**src/rtl/ghc_pkg.sv**
```systemverilog
// ----------------------------------------------------------------------------
// ghc_pkg
// Shared types and constants for the binary geohash codec.
// ----------------------------------------------------------------------------
package ghc_pkg;

   localparam int COORD_W = 32;
   localparam int CODE_W  = 64;
   localparam int STEP_W  = 6;

   // Offset of a two's complement angle onto the unsigned range
   localparam logic [COORD_W-1:0] HALF_RANGE = {1'b1, {(COORD_W-1){1'b0}}};

   // Request kind carried in req_type
   typedef enum logic {
      REQ_ENCODE = 1'b0,
      REQ_DECODE = 1'b1
   } req_kind_type;

   // One input transaction
   typedef struct packed {
      req_kind_type             kind;
      logic signed [COORD_W-1:0] lat;
      logic signed [COORD_W-1:0] lon;
      logic [CODE_W-1:0]        code;
   } req_payload_type;

   // One result transaction
   typedef struct packed {
      logic [CODE_W-1:0]        code;
      logic signed [COORD_W-1:0] lat;
      logic signed [COORD_W-1:0] lon;
   } rsp_payload_type;

endpackage

```
**src/rtl/ghc_csr.sv**
```systemverilog
// ----------------------------------------------------------------------------
// ghc_csr
// Step count register with write port; presents the saturated step count.
// ----------------------------------------------------------------------------
module ghc_csr #(
   parameter int MAX_STEPS = 32
) (
   input  logic                        clock,
   input  logic                        reset,
   input  logic                        csr_valid,
   output logic                        csr_ready,
   input  logic [ghc_pkg::STEP_W-1:0]  csr_data,
   output logic [ghc_pkg::STEP_W-1:0]  steps
);

   logic [ghc_pkg::STEP_W-1:0] steps_ff;
   logic [ghc_pkg::STEP_W-1:0] steps_in;

   // Writes are always taken
   assign csr_ready = 1'b1;

   always_comb begin
      steps_in = steps_ff;
      if (csr_valid) begin
         steps_in = csr_data;
      end
   end

   always_ff @(posedge clock) begin
      if (reset) begin
         steps_ff <= ghc_pkg::STEP_W'(32);
      end else begin
         steps_ff <= steps_in;
      end
   end

   // Clamp to the largest supported step count
   assign steps = (steps_ff > ghc_pkg::STEP_W'(MAX_STEPS)) ?
                  ghc_pkg::STEP_W'(MAX_STEPS) : steps_ff;

endmodule

```
**src/rtl/ghc_core.sv**
```systemverilog
// ----------------------------------------------------------------------------
// ghc_core
// Combinational encode/decode datapath: offset, shift and bit interleave.
// ----------------------------------------------------------------------------
module ghc_core (
   input  logic [ghc_pkg::STEP_W-1:0] steps,
   input  ghc_pkg::req_payload_type   req,
   output ghc_pkg::rsp_payload_type   rsp
);

   localparam int HALF_W = ghc_pkg::COORD_W;

   logic [ghc_pkg::STEP_W-1:0] shamt;
   logic [HALF_W-1:0]          lat_u;
   logic [HALF_W-1:0]          lon_u;
   logic [HALF_W-1:0]          lat_enc;
   logic [HALF_W-1:0]          lon_enc;
   logic [ghc_pkg::CODE_W-1:0] code_enc;
   logic [HALF_W-1:0]          lat_dec;
   logic [HALF_W-1:0]          lon_dec;

   // Unused low cell bits: 32 - steps, range 0..32
   assign shamt = ghc_pkg::STEP_W'(HALF_W) - steps;

   // Offset onto the unsigned range
   assign lat_u = req.lat ^ ghc_pkg::HALF_RANGE;
   assign lon_u = req.lon ^ ghc_pkg::HALF_RANGE;

   // Encode: a point on a midpoint goes low, so the cell bits are those of
   // (u - 1); the bottom of the range gives all zeros.
   always_comb begin
      lat_enc = (lat_u == '0) ? '0 : ((lat_u - HALF_W'(1)) >> shamt);
      lon_enc = (lon_u == '0) ? '0 : ((lon_u - HALF_W'(1)) >> shamt);
   end

   // Interleave, longitude bit above latitude bit
   always_comb begin
      code_enc = '0;
      for (int j = 0; j < HALF_W; j++) begin
         code_enc[2*j+1] = lon_enc[j];
         code_enc[2*j]   = lat_enc[j];
      end
   end

   // Decode: split the code, left-align the prefixes, undo the offset
   always_comb begin
      lat_dec = '0;
      lon_dec = '0;
      for (int j = 0; j < HALF_W; j++) begin
         lat_dec[j] = req.code[2*j];
         lon_dec[j] = req.code[2*j+1];
      end
      lat_dec = (lat_dec << shamt) ^ ghc_pkg::HALF_RANGE;
      lon_dec = (lon_dec << shamt) ^ ghc_pkg::HALF_RANGE;
   end

   // Result select
   always_comb begin
      rsp = '0;
      case (req.kind)
         ghc_pkg::REQ_ENCODE: begin
            rsp.code = code_enc;
         end
         ghc_pkg::REQ_DECODE: begin
            rsp.lat = lat_dec;
            rsp.lon = lon_dec;
         end
         default: begin
            rsp = '0;
         end
      endcase
   end

endmodule

```
**src/rtl/geohash_codec.sv**
```systemverilog
// ----------------------------------------------------------------------------
// geohash_codec
// Binary geohash encoder/decoder with a step count register.
// ----------------------------------------------------------------------------
//  Channel   Direction  Handshake            Payload
//  req_      in         req_valid/req_stall  req_type, req_lat_in, req_lon_in, req_code_in
//  rsp_      out        rsp_valid/rsp_stall  rsp_code_out, rsp_lat_out, rsp_lon_out
//  csr_      in         csr_valid/csr_ready  csr_data (precision_steps)
//
// One transaction per cycle while rsp_stall is low; the path runs from the input
// register through the whole datapath to the result register.
// The result register holds a valid result while rsp_stall is high; the input register
// still takes one more transaction behind it before req_stall rises.
// Reset is synchronous; it empties both stages and sets 32 steps.
// ----------------------------------------------------------------------------
module geohash_codec #(
   parameter int MAX_STEPS = 32
) (
   input  logic                               clock,
   input  logic                               reset,
   input  logic                               req_valid,
   output logic                               req_stall,
   input  logic                               req_type,
   input  logic signed [ghc_pkg::COORD_W-1:0] req_lat_in,
   input  logic signed [ghc_pkg::COORD_W-1:0] req_lon_in,
   input  logic [ghc_pkg::CODE_W-1:0]         req_code_in,
   output logic                               rsp_valid,
   input  logic                               rsp_stall,
   output logic [ghc_pkg::CODE_W-1:0]         rsp_code_out,
   output logic signed [ghc_pkg::COORD_W-1:0] rsp_lat_out,
   output logic signed [ghc_pkg::COORD_W-1:0] rsp_lon_out,
   input  logic                               csr_valid,
   output logic                               csr_ready,
   input  logic [ghc_pkg::STEP_W-1:0]         csr_data
);

   logic [ghc_pkg::STEP_W-1:0] steps;

   logic                     s1_valid_ff;
   logic                     s1_valid_in;
   ghc_pkg::req_payload_type s1_req_ff;
   ghc_pkg::req_payload_type s1_req_in;
   logic                     rsp_valid_ff;
   logic                     rsp_valid_in;
   ghc_pkg::rsp_payload_type rsp_ff;
   ghc_pkg::rsp_payload_type rsp_in;
   ghc_pkg::req_kind_type    rsp_kind_ff;
   ghc_pkg::req_kind_type    rsp_kind_in;
   ghc_pkg::rsp_payload_type core_rsp;

   logic s2_free;
   logic s1_move;
   logic req_take;

   // Step count register
   ghc_csr #(
      .MAX_STEPS (MAX_STEPS)
   ) u_csr (
      .clock     (clock),
      .reset     (reset),
      .csr_valid (csr_valid),
      .csr_ready (csr_ready),
      .csr_data  (csr_data),
      .steps     (steps)
   );

   // Datapath
   ghc_core u_core (
      .steps (steps),
      .req   (s1_req_ff),
      .rsp   (core_rsp)
   );

   // Pipeline flow control
   assign s2_free   = !rsp_valid_ff || !rsp_stall;
   assign s1_move   = s1_valid_ff && s2_free;
   assign req_stall = s1_valid_ff && !s2_free;
   assign req_take  = req_valid && !req_stall;

   // Next-state for both stages
   always_comb begin
      s1_valid_in  = s1_valid_ff;
      s1_req_in    = s1_req_ff;
      rsp_valid_in = rsp_valid_ff;
      rsp_in       = rsp_ff;
      rsp_kind_in  = rsp_kind_ff;
      if (!s1_valid_ff || s2_free) begin
         s1_valid_in = req_valid;
      end
      if (req_take) begin
         s1_req_in.kind = ghc_pkg::req_kind_type'(req_type);
         s1_req_in.lat  = req_lat_in;
         s1_req_in.lon  = req_lon_in;
         s1_req_in.code = req_code_in;
      end
      if (s2_free) begin
         rsp_valid_in = s1_valid_ff;
      end
      if (s1_move) begin
         rsp_in      = core_rsp;
         rsp_kind_in = s1_req_ff.kind;
      end
   end

   // Control registers
   always_ff @(posedge clock) begin
      if (reset) begin
         s1_valid_ff  <= 1'b0;
         rsp_valid_ff <= 1'b0;
      end else begin
         s1_valid_ff  <= s1_valid_in;
         rsp_valid_ff <= rsp_valid_in;
      end
   end

   // Payload registers
   always_ff @(posedge clock) begin
      s1_req_ff   <= s1_req_in;
      rsp_ff      <= rsp_in;
      rsp_kind_ff <= rsp_kind_in;
   end

   assign rsp_valid    = rsp_valid_ff;
   assign rsp_code_out = rsp_ff.code;
   assign rsp_lat_out  = rsp_ff.lat;
   assign rsp_lon_out  = rsp_ff.lon;

   // Checks
   a_stall_needs_item: assert property (@(posedge clock) disable iff (reset)
      req_stall |-> s1_valid_ff && rsp_valid_ff)
      else $error("input stalled with a free pipeline stage");

   a_encode_no_coords: assert property (@(posedge clock) disable iff (reset)
      rsp_valid && rsp_kind_ff == ghc_pkg::REQ_ENCODE |->
      rsp_lat_out == '0 && rsp_lon_out == '0)
      else $error("encode result carries coordinates");

   a_decode_no_code: assert property (@(posedge clock) disable iff (reset)
      rsp_valid && rsp_kind_ff == ghc_pkg::REQ_DECODE |-> rsp_code_out == '0)
      else $error("decode result carries a code");

   a_code_width: assert property (@(posedge clock) disable iff (reset)
      rsp_valid && rsp_kind_ff == ghc_pkg::REQ_ENCODE |->
      (rsp_code_out >> {steps, 1'b0}) == '0)
      else $error("code has bits above the step count");

endmodule

```
**config.mk**
```make
export PLATFORM = sky130hd
export DESIGN_NAME = geohash_codec
export DESIGN_NICKNAME = d
export VERILOG_FILES = /design/src/rtl/ghc_pkg.sv /design/src/rtl/ghc_csr.sv /design/src/rtl/ghc_core.sv /design/src/rtl/geohash_codec.sv
export SDC_FILE = /design/constraint.sdc
export NUM_CORES = 1
export LEC_CHECK = 0
export BUFFER_PORTS_ARGS = -buffer_cell sky130_fd_sc_hd__buf_2
export CORE_MARGIN = 1
export CORE_UTILIZATION = 30
export DETAILED_ROUTE_END_ITERATION = 10
export REMOVE_ABC_BUFFERS = 1
export SLEW_MARGIN = 20
export SYNTH_ARGS = -nofsm -noshare
export SYNTH_HDL_FRONTEND = slang
export SYNTH_SLANG_ARGS = --single-unit
```
**constraint.sdc**
```tcl
create_clock -name clock -period 17.23 [get_ports clock]
set_input_delay 0.8615 -clock clock [delete_from_list [all_inputs] [get_ports clock]]
set_output_delay 0.8615 -clock clock [all_outputs]
set_load 0.1 [all_outputs]
```
==> results.toml, run 1 <==
[run_status]
status = "completed"

[hold_path]
hp-start = "req_lon_in[29]"
min_to = "s1_req_ff[93]$_DFFE_PP_"
min_path_cells = 1
hp-class = "in2reg"

[run]
cap_violations = 0

[finish]
final_cell_mix = "buf_2 (269), edfxtp_1 (257), nand2_1 (195), mux2i_1 (185), nor2_1 (165)"
nNetsFinal = 2060
fin_cells = 2700
drive_gt1_share_pct = 20.80
design_area_sq_um = 20140
mostFrequentLayoutCell = "buf_2"
area_delta_synth_final_pct = 17.59

[clock_network]
ctsResizeCount = 0
path_clk_slew_ns = 0.06
cts_sinks = 265
post_cts_buffers = 0
cts_buffers = 31
clock_latency_ns = 0.59
cts_tree = "built"
htree_levels = 1
hold_buffers = 0
cts.path.max_buffers = 3
cts_root_buf = "clkbuf_16"

[timing]
max_freq_mhz = 214.9
max_slew_margin_pct = 29.03
finalSetupViolations = 0
finalHoldViolations = 0
fin_skew_ns = 0.01054
rsz0062_at_grt = "false"
worst_slew_pin_slew_ns = 1.057
fin_ws_ns = 12.58
finalCriticalPeriod_ns = 4.653
timing.final.crit_share_pct = 27.01
setup_tns_ns = 0
maxSlewViolCount = 0

[setup_path]
slowest_stage = "buf_4"
critPathLaunchType = "flip-flop"
r2r_end = "rsp_code_out[0]$_SDFFCE_PP0P_"
rr_worst_depth = 10
reg2reg_slack_ns = 12.58
critical_path.top_delay_family = "buffers and inverters"
setup.worst_path.start = "u_csr.steps_ff[5]$_SDFFE_PP1P_"
critPathKind = "reg2reg"
cp_data_arrival_time_ns = 4.96
max_stage_delay_ns = 0.64
critPathMostFrequentCell = "buf_4"
crit_chain = "nor2b_4 > inv_4 > ha_2 > xnor2_2 > buf_4 > buf_4 > nand2_1 > o221ai_1 > inv_1 > a2111oi_0"
cp-end-kind = "flip-flop"
required_ns = 17.53
path_max_fanout = 58
cp_num_buf_inv = 4
r2r_start = "u_csr.steps_ff[5]$_SDFFE_PP1P_"

[drt]
routed_wl_um = 60470
vias_per_cell = 5.646
ant_nets = 0
vias = 15243
drtPass1Iterations = 6
drt-wirelength-per-cell_um = 22.40
drt_iter0_drc = 1885
drc = 0

[synthesis]
synth-async-reset-ratio_pct = 0
synth_xor_area_share_pct = 1.526
synth_cell_types = 83
synth_seq_cells = 265
syn_area_per_cell_sq_um = 9.823
yosys.area_share.simple_pct = 17.87
muxShareOfSynthArea_pct = 12.91
syn_inst = 1744
synth_top_family_by_area = "simple AND/OR/NAND/NOR gates"
synth_fa_ha_area_share_pct = 0.2191
ys_warn_count = 0
ys.flop_type = "edfxtp_1"
synth_compound_gate_area_share_pct = 17.55
synth_area_sq_um = 17130
synth_seq_area_share_pct = 45.98
synth_edf_count = 257

[power_and_ir_drop]
ir_drop_v = 0.00007330
power_density_nw_per_um2 = 99.16
power_leakage_uw = 0.007770

[placed_design]
dp_cells = 2640
place_hpwl_um = 44220
portBuffers = 269
dpl_worst_slack_ns = 12.67
dpl_cell_area_sq_um = 19050
place_congestion = 0.9406

[die]
fp.dieW_um = 241.0
die_y_um = 241.0
ios = 271
start_util_pct = 30.38
die_area_sq_um = 58060
core-area_sq_um = 56390
rows = 87

[global_routing]
track_usage_pct = 20.09
grt-ovfl-total = 0
grt_pass1_vias = 14439
grt_pass1_wl_um = 89240
grt_max_degree = 155
antenna_found_initial = 4
==> Yosys cell counts, drive strengths merged, types with 25 or more instances <==
| library cell | instances | area share [%] |
|---|---|---|
| a31oi | 25 | 0.91 |
| nand3 | 50 | 1.5 |
| nor2 | 166 | 3.6 |
| a21oi | 84 | 2.5 |
| buf | 53 | 1.4 |
| o21ai | 88 | 2.6 |
| clkbuf | 95 | 2.1 |
| nor4 | 29 | 1.5 |
| nor3 | 70 | 2.2 |
| nand2 | 196 | 4.3 |
| edfxtp | 257 | 45 |
| a211oi | 25 | 1.1 |
| mux2i | 185 | 11 |
==> logic make-up (layout without fill, tap and decap cells) <==
| logic type | after synthesis | in the layout |
|---|---|---|
| multiplexers | 209 | 209 |
| flip-flops | 265 | 265 |
| AO/OA/AOI/OAI | 438 | 438 |
| other | 1 | 3 |
| adder cells (fa/ha/maj) | 3 | 3 |
| buffers and inverters | 166 | 364 |
| AND/OR/NAND/NOR | 633 | 633 |
| XOR/XNOR | 29 | 29 |
==> area by class of cell <==
| class | count | area (sq um) |
|---|---|---|
| sequential | 265 | 7878 |
| clock inverter | 23 | 295.3 |
| inverter | 18 | 72.57 |
| fill | 5775 | 36240 |
| tap | 756 | 945.9 |
| antenna | 2 | 5.005 |
| timing repair buffer | 288 | 1501 |
| multi-input combinational | 1313 | 8656 |
| clock buffer | 35 | 790.8 |
==> power breakdown <==
part	internal (uW)	switching [uW]	total, uW
logic	126	368	495
registers	763	37.9	801
clock network	421	280	702
==> worst max path at each step <==
stage / endpoint / slack (ns) / cells past startpoint
after global routing: rsp_code_out[0]$_SDFFCE_PP0P_ / 12.35 / 10
after CTS: rsp_code_out[0]$_SDFFCE_PP0P_ / 12.65 / 10
after floorplan: rsp_code_out[15]$_SDFFCE_PP0P_ / -5.49 / 10
after global placement: rsp_code_out[12]$_SDFFCE_PP0P_ / 12.86 / 10
after detailed placement: rsp_code_out[0]$_SDFFCE_PP0P_ / 12.67 / 10
final: rsp_code_out[0]$_SDFFCE_PP0P_ / 12.58 / 10
==> flip-flops by register name, indices dropped and copies added (netlist names) <==
name	cells
rsp_lon_out	32
u_csr.steps_ff	6
rsp_lat_out	32
s1_valid_ff	1
s1_req_ff	129
rsp_valid	1
rsp_code_out	64
==> worst reg2reg max path, stage by stage (launching register included) <==
cell       delay, ns
dfxtp_1         0.55
nor2b_4         0.10
inv_4           0.49
ha_2            0.42
xnor2_2         0.14
buf_4           0.43
buf_4           0.65
nand2_1         0.49
o221ai_1        0.40
inv_1           0.10
a2111oi_0       0.58
==> per-stage QoR <==
| stage | util (%) | total power, uW | hold slack [ns] |
|---|---|---|---|
| global route | 35.72 | 2064 | 0.4222 |
| detailed placement | 33.79 | 1303 | 0.5129 |
| finish | 35.73 | 1997 | 0.4431 |
| global placement | 33.79 | 1301 | 0.4663 |
| floorplan | - | 1179 | 0.4444 |
| CTS | 35.72 | 2005 | 0.4163 |
==> per-layer routing <==
layer  global-route usage [%]  vias up  part of all wire (%)
met4                    5.907        2                   3.0
met1                    27.71     7436                    43
li1                         -     7058                     -
met3                    3.054       81                   7.2
met2                    32.40      666                    46
met5                        0        -                 0.021
Note: power is estimated with default switching activity, not from simulation.
==> run 2: changes to the inputs <==
==> constraint.sdc (replaced) <==
create_clock -name clock -period 4.3 [get_ports clock]
set_input_delay 0.215 -clock clock [delete_from_list [all_inputs] [get_ports clock]]
set_output_delay 0.215 -clock clock [all_outputs]
set_load 0.1 [all_outputs]
==> results.toml, run 2 (synthesized netlist as in run 1, its figures left out) <==
[setup_path]
reg2reg_slack_ns = 0.35
cp-end-kind = "flip-flop"
critPathLaunchType = "flip-flop"
critPathKind = "reg2reg"
slowest_stage = "nor4b_2"
r2r_start = "s1_req_ff[96]$_DFFE_PP_"
max_stage_delay_ns = 0.61
cp_data_arrival_time_ns = 4.22
crit_chain = "inv_1 > ha_1 > nor4b_2 > nand3_2 > or4_1 > xor2_1 > nor3_1 > nor4_2 > nor2_1 > a31oi_1 > o21ai_0"
setup.worst_path.start = "s1_req_ff[96]$_DFFE_PP_"
critical_path.top_delay_family = "simple AND/OR/NAND/NOR gates"
required_ns = 4.57
cp_num_buf_inv = 1
path_max_fanout = 9

[global_routing]
antenna_found_initial = 1
grt_pass1_vias = 15282
grt_max_degree = 155
grt_pass1_wl_um = 92670
grt-ovfl-total = 0
track_usage_pct = 20.82

[timing]
timing.final.crit_share_pct = 91.97
rsz0062_at_grt = "false"
finalHoldViolations = 0
finalSetupViolations = 0
maxSlewViolCount = 0
worst_slew_pin_slew_ns = 1.064
whs_ns = 0.1582
fin_skew_ns = 0.01354
max_freq_mhz = 252.9
finalCriticalPeriod_ns = 3.955
max_slew_margin_pct = 28.78

[clock_network]
ctsResizeCount = 0
htree_levels = 2
cts_root_buf = "clkbuf_16"
cts.path.max_buffers = 3
cts_sinks = 265
path_clk_slew_ns = 0.06
cts_buffers = 34
cts_tree = "built"
clock_latency_ns = 0.55

[die]
die_area_sq_um = 58060
fp.dieW_um = 241.0
rows = 87
ios = 271
core-area_sq_um = 56390
start_util_pct = 30.38
die_y_um = 241.0

[run_status]
status = "completed"

[hold_path]
hp-class = "in2reg"
hp-start = "rsp_stall"

[finish]
drive_gt1_share_pct = 20.42
design_area_sq_um = 21930
top_register = "s1_req_ff"
post-route-util_pct = 38.89
diodes = 0
area_delta_synth_final_pct = 28.02
nNetsFinal = 2238
mostFrequentLayoutCell = "buf_2"
largest_reg_flops = 129
final_cell_mix = "buf_2 (269), edfxtp_1 (257), nand2_1 (195), mux2i_1 (185), nor2_1 (165)"

[power_and_ir_drop]
power_density_nw_per_um2 = 378.7
ir_drop_v = 0.0002427
power_leakage_uw = 0.008582

[drt]
vias_per_cell = 5.567
vias = 15987
drc = 0
drt_iter0_drc = 1599
routed_wl_um = 61930
drtPass1Iterations = 7
ant_nets = 0
drt-wirelength-per-cell_um = 21.56

[placed_design]
portBuffers = 269
place_hpwl_um = 43980
place_congestion = 0.9386
dpl_cell_area_sq_um = 19330

[run]
cap_violations = 0
## run 2: area by class of cell
| cell class | instances | area, sq um |
|---|---|---|
| Clock inverter | 19 | 264.0 |
| Multi-Input combinational cell | 1313 | 8656 |
| Clock buffer | 38 | 887.1 |
| Sequential cell | 265 | 7878 |
| Tap cell | 756 | 945.9 |
| Timing Repair Buffer | 463 | 3228 |
| Inverter | 18 | 72.57 |
| Fill cell | 5634 | 34460 |
## run 2: stage by stage
stage | setup slack, ns | setup TNS, ns | total power (uW) | cells
6_report | 0.3452 | 0 | 8305 | 2872
5_1_grt | 0.09948 | 0 | 8623 | 2872
3_3_place_gp | 0.5311 | 0 | 5240 | 2670
4_1_cts | 0.3842 | 0 | 8373 | 2872
3_5_place_dp | 0.4135 | 0 | 5247 | 2670
2_1_floorplan | -18.42 | -3445.00 | 4724 | 1596
## run 2: worst paths after layout
path                                                       end  cells after the start
worst max-delay path            rsp_code_out[20]$_SDFFCE_PP0P_                     11
worst max register to register  rsp_code_out[20]$_SDFFCE_PP0P_                     11
worst min register to register   rsp_lon_out[16]$_SDFFCE_PP0P_                      1
worst min-delay path            rsp_code_out[13]$_SDFFCE_PP0P_                      2
## run 2: where the power goes
part,leakage (uW),internal (uW),switching [uW],total [uW]
logic,0.00550,617,1500,2120
clock network,0.000549,1850,1140,2990
registers,0.00254,3060,138,3200
## run 2: what timing repair did
item,CTS,global route
buffers inserted,0,0
endpoints found under the hold margin,137,0
hold buffers,145,0
## run 2: routing by layer
layer | GRT usage, % | wire, um | vias to the layer above
li1 | - | - | 7397
met5 | 0 | 0 | -
met4 | 6.041 | 1458 | 0
met3 | 3.168 | 4084 | 83
met2 | 33.05 | 28680 | 652
met1 | 29.19 | 27710 | 7855
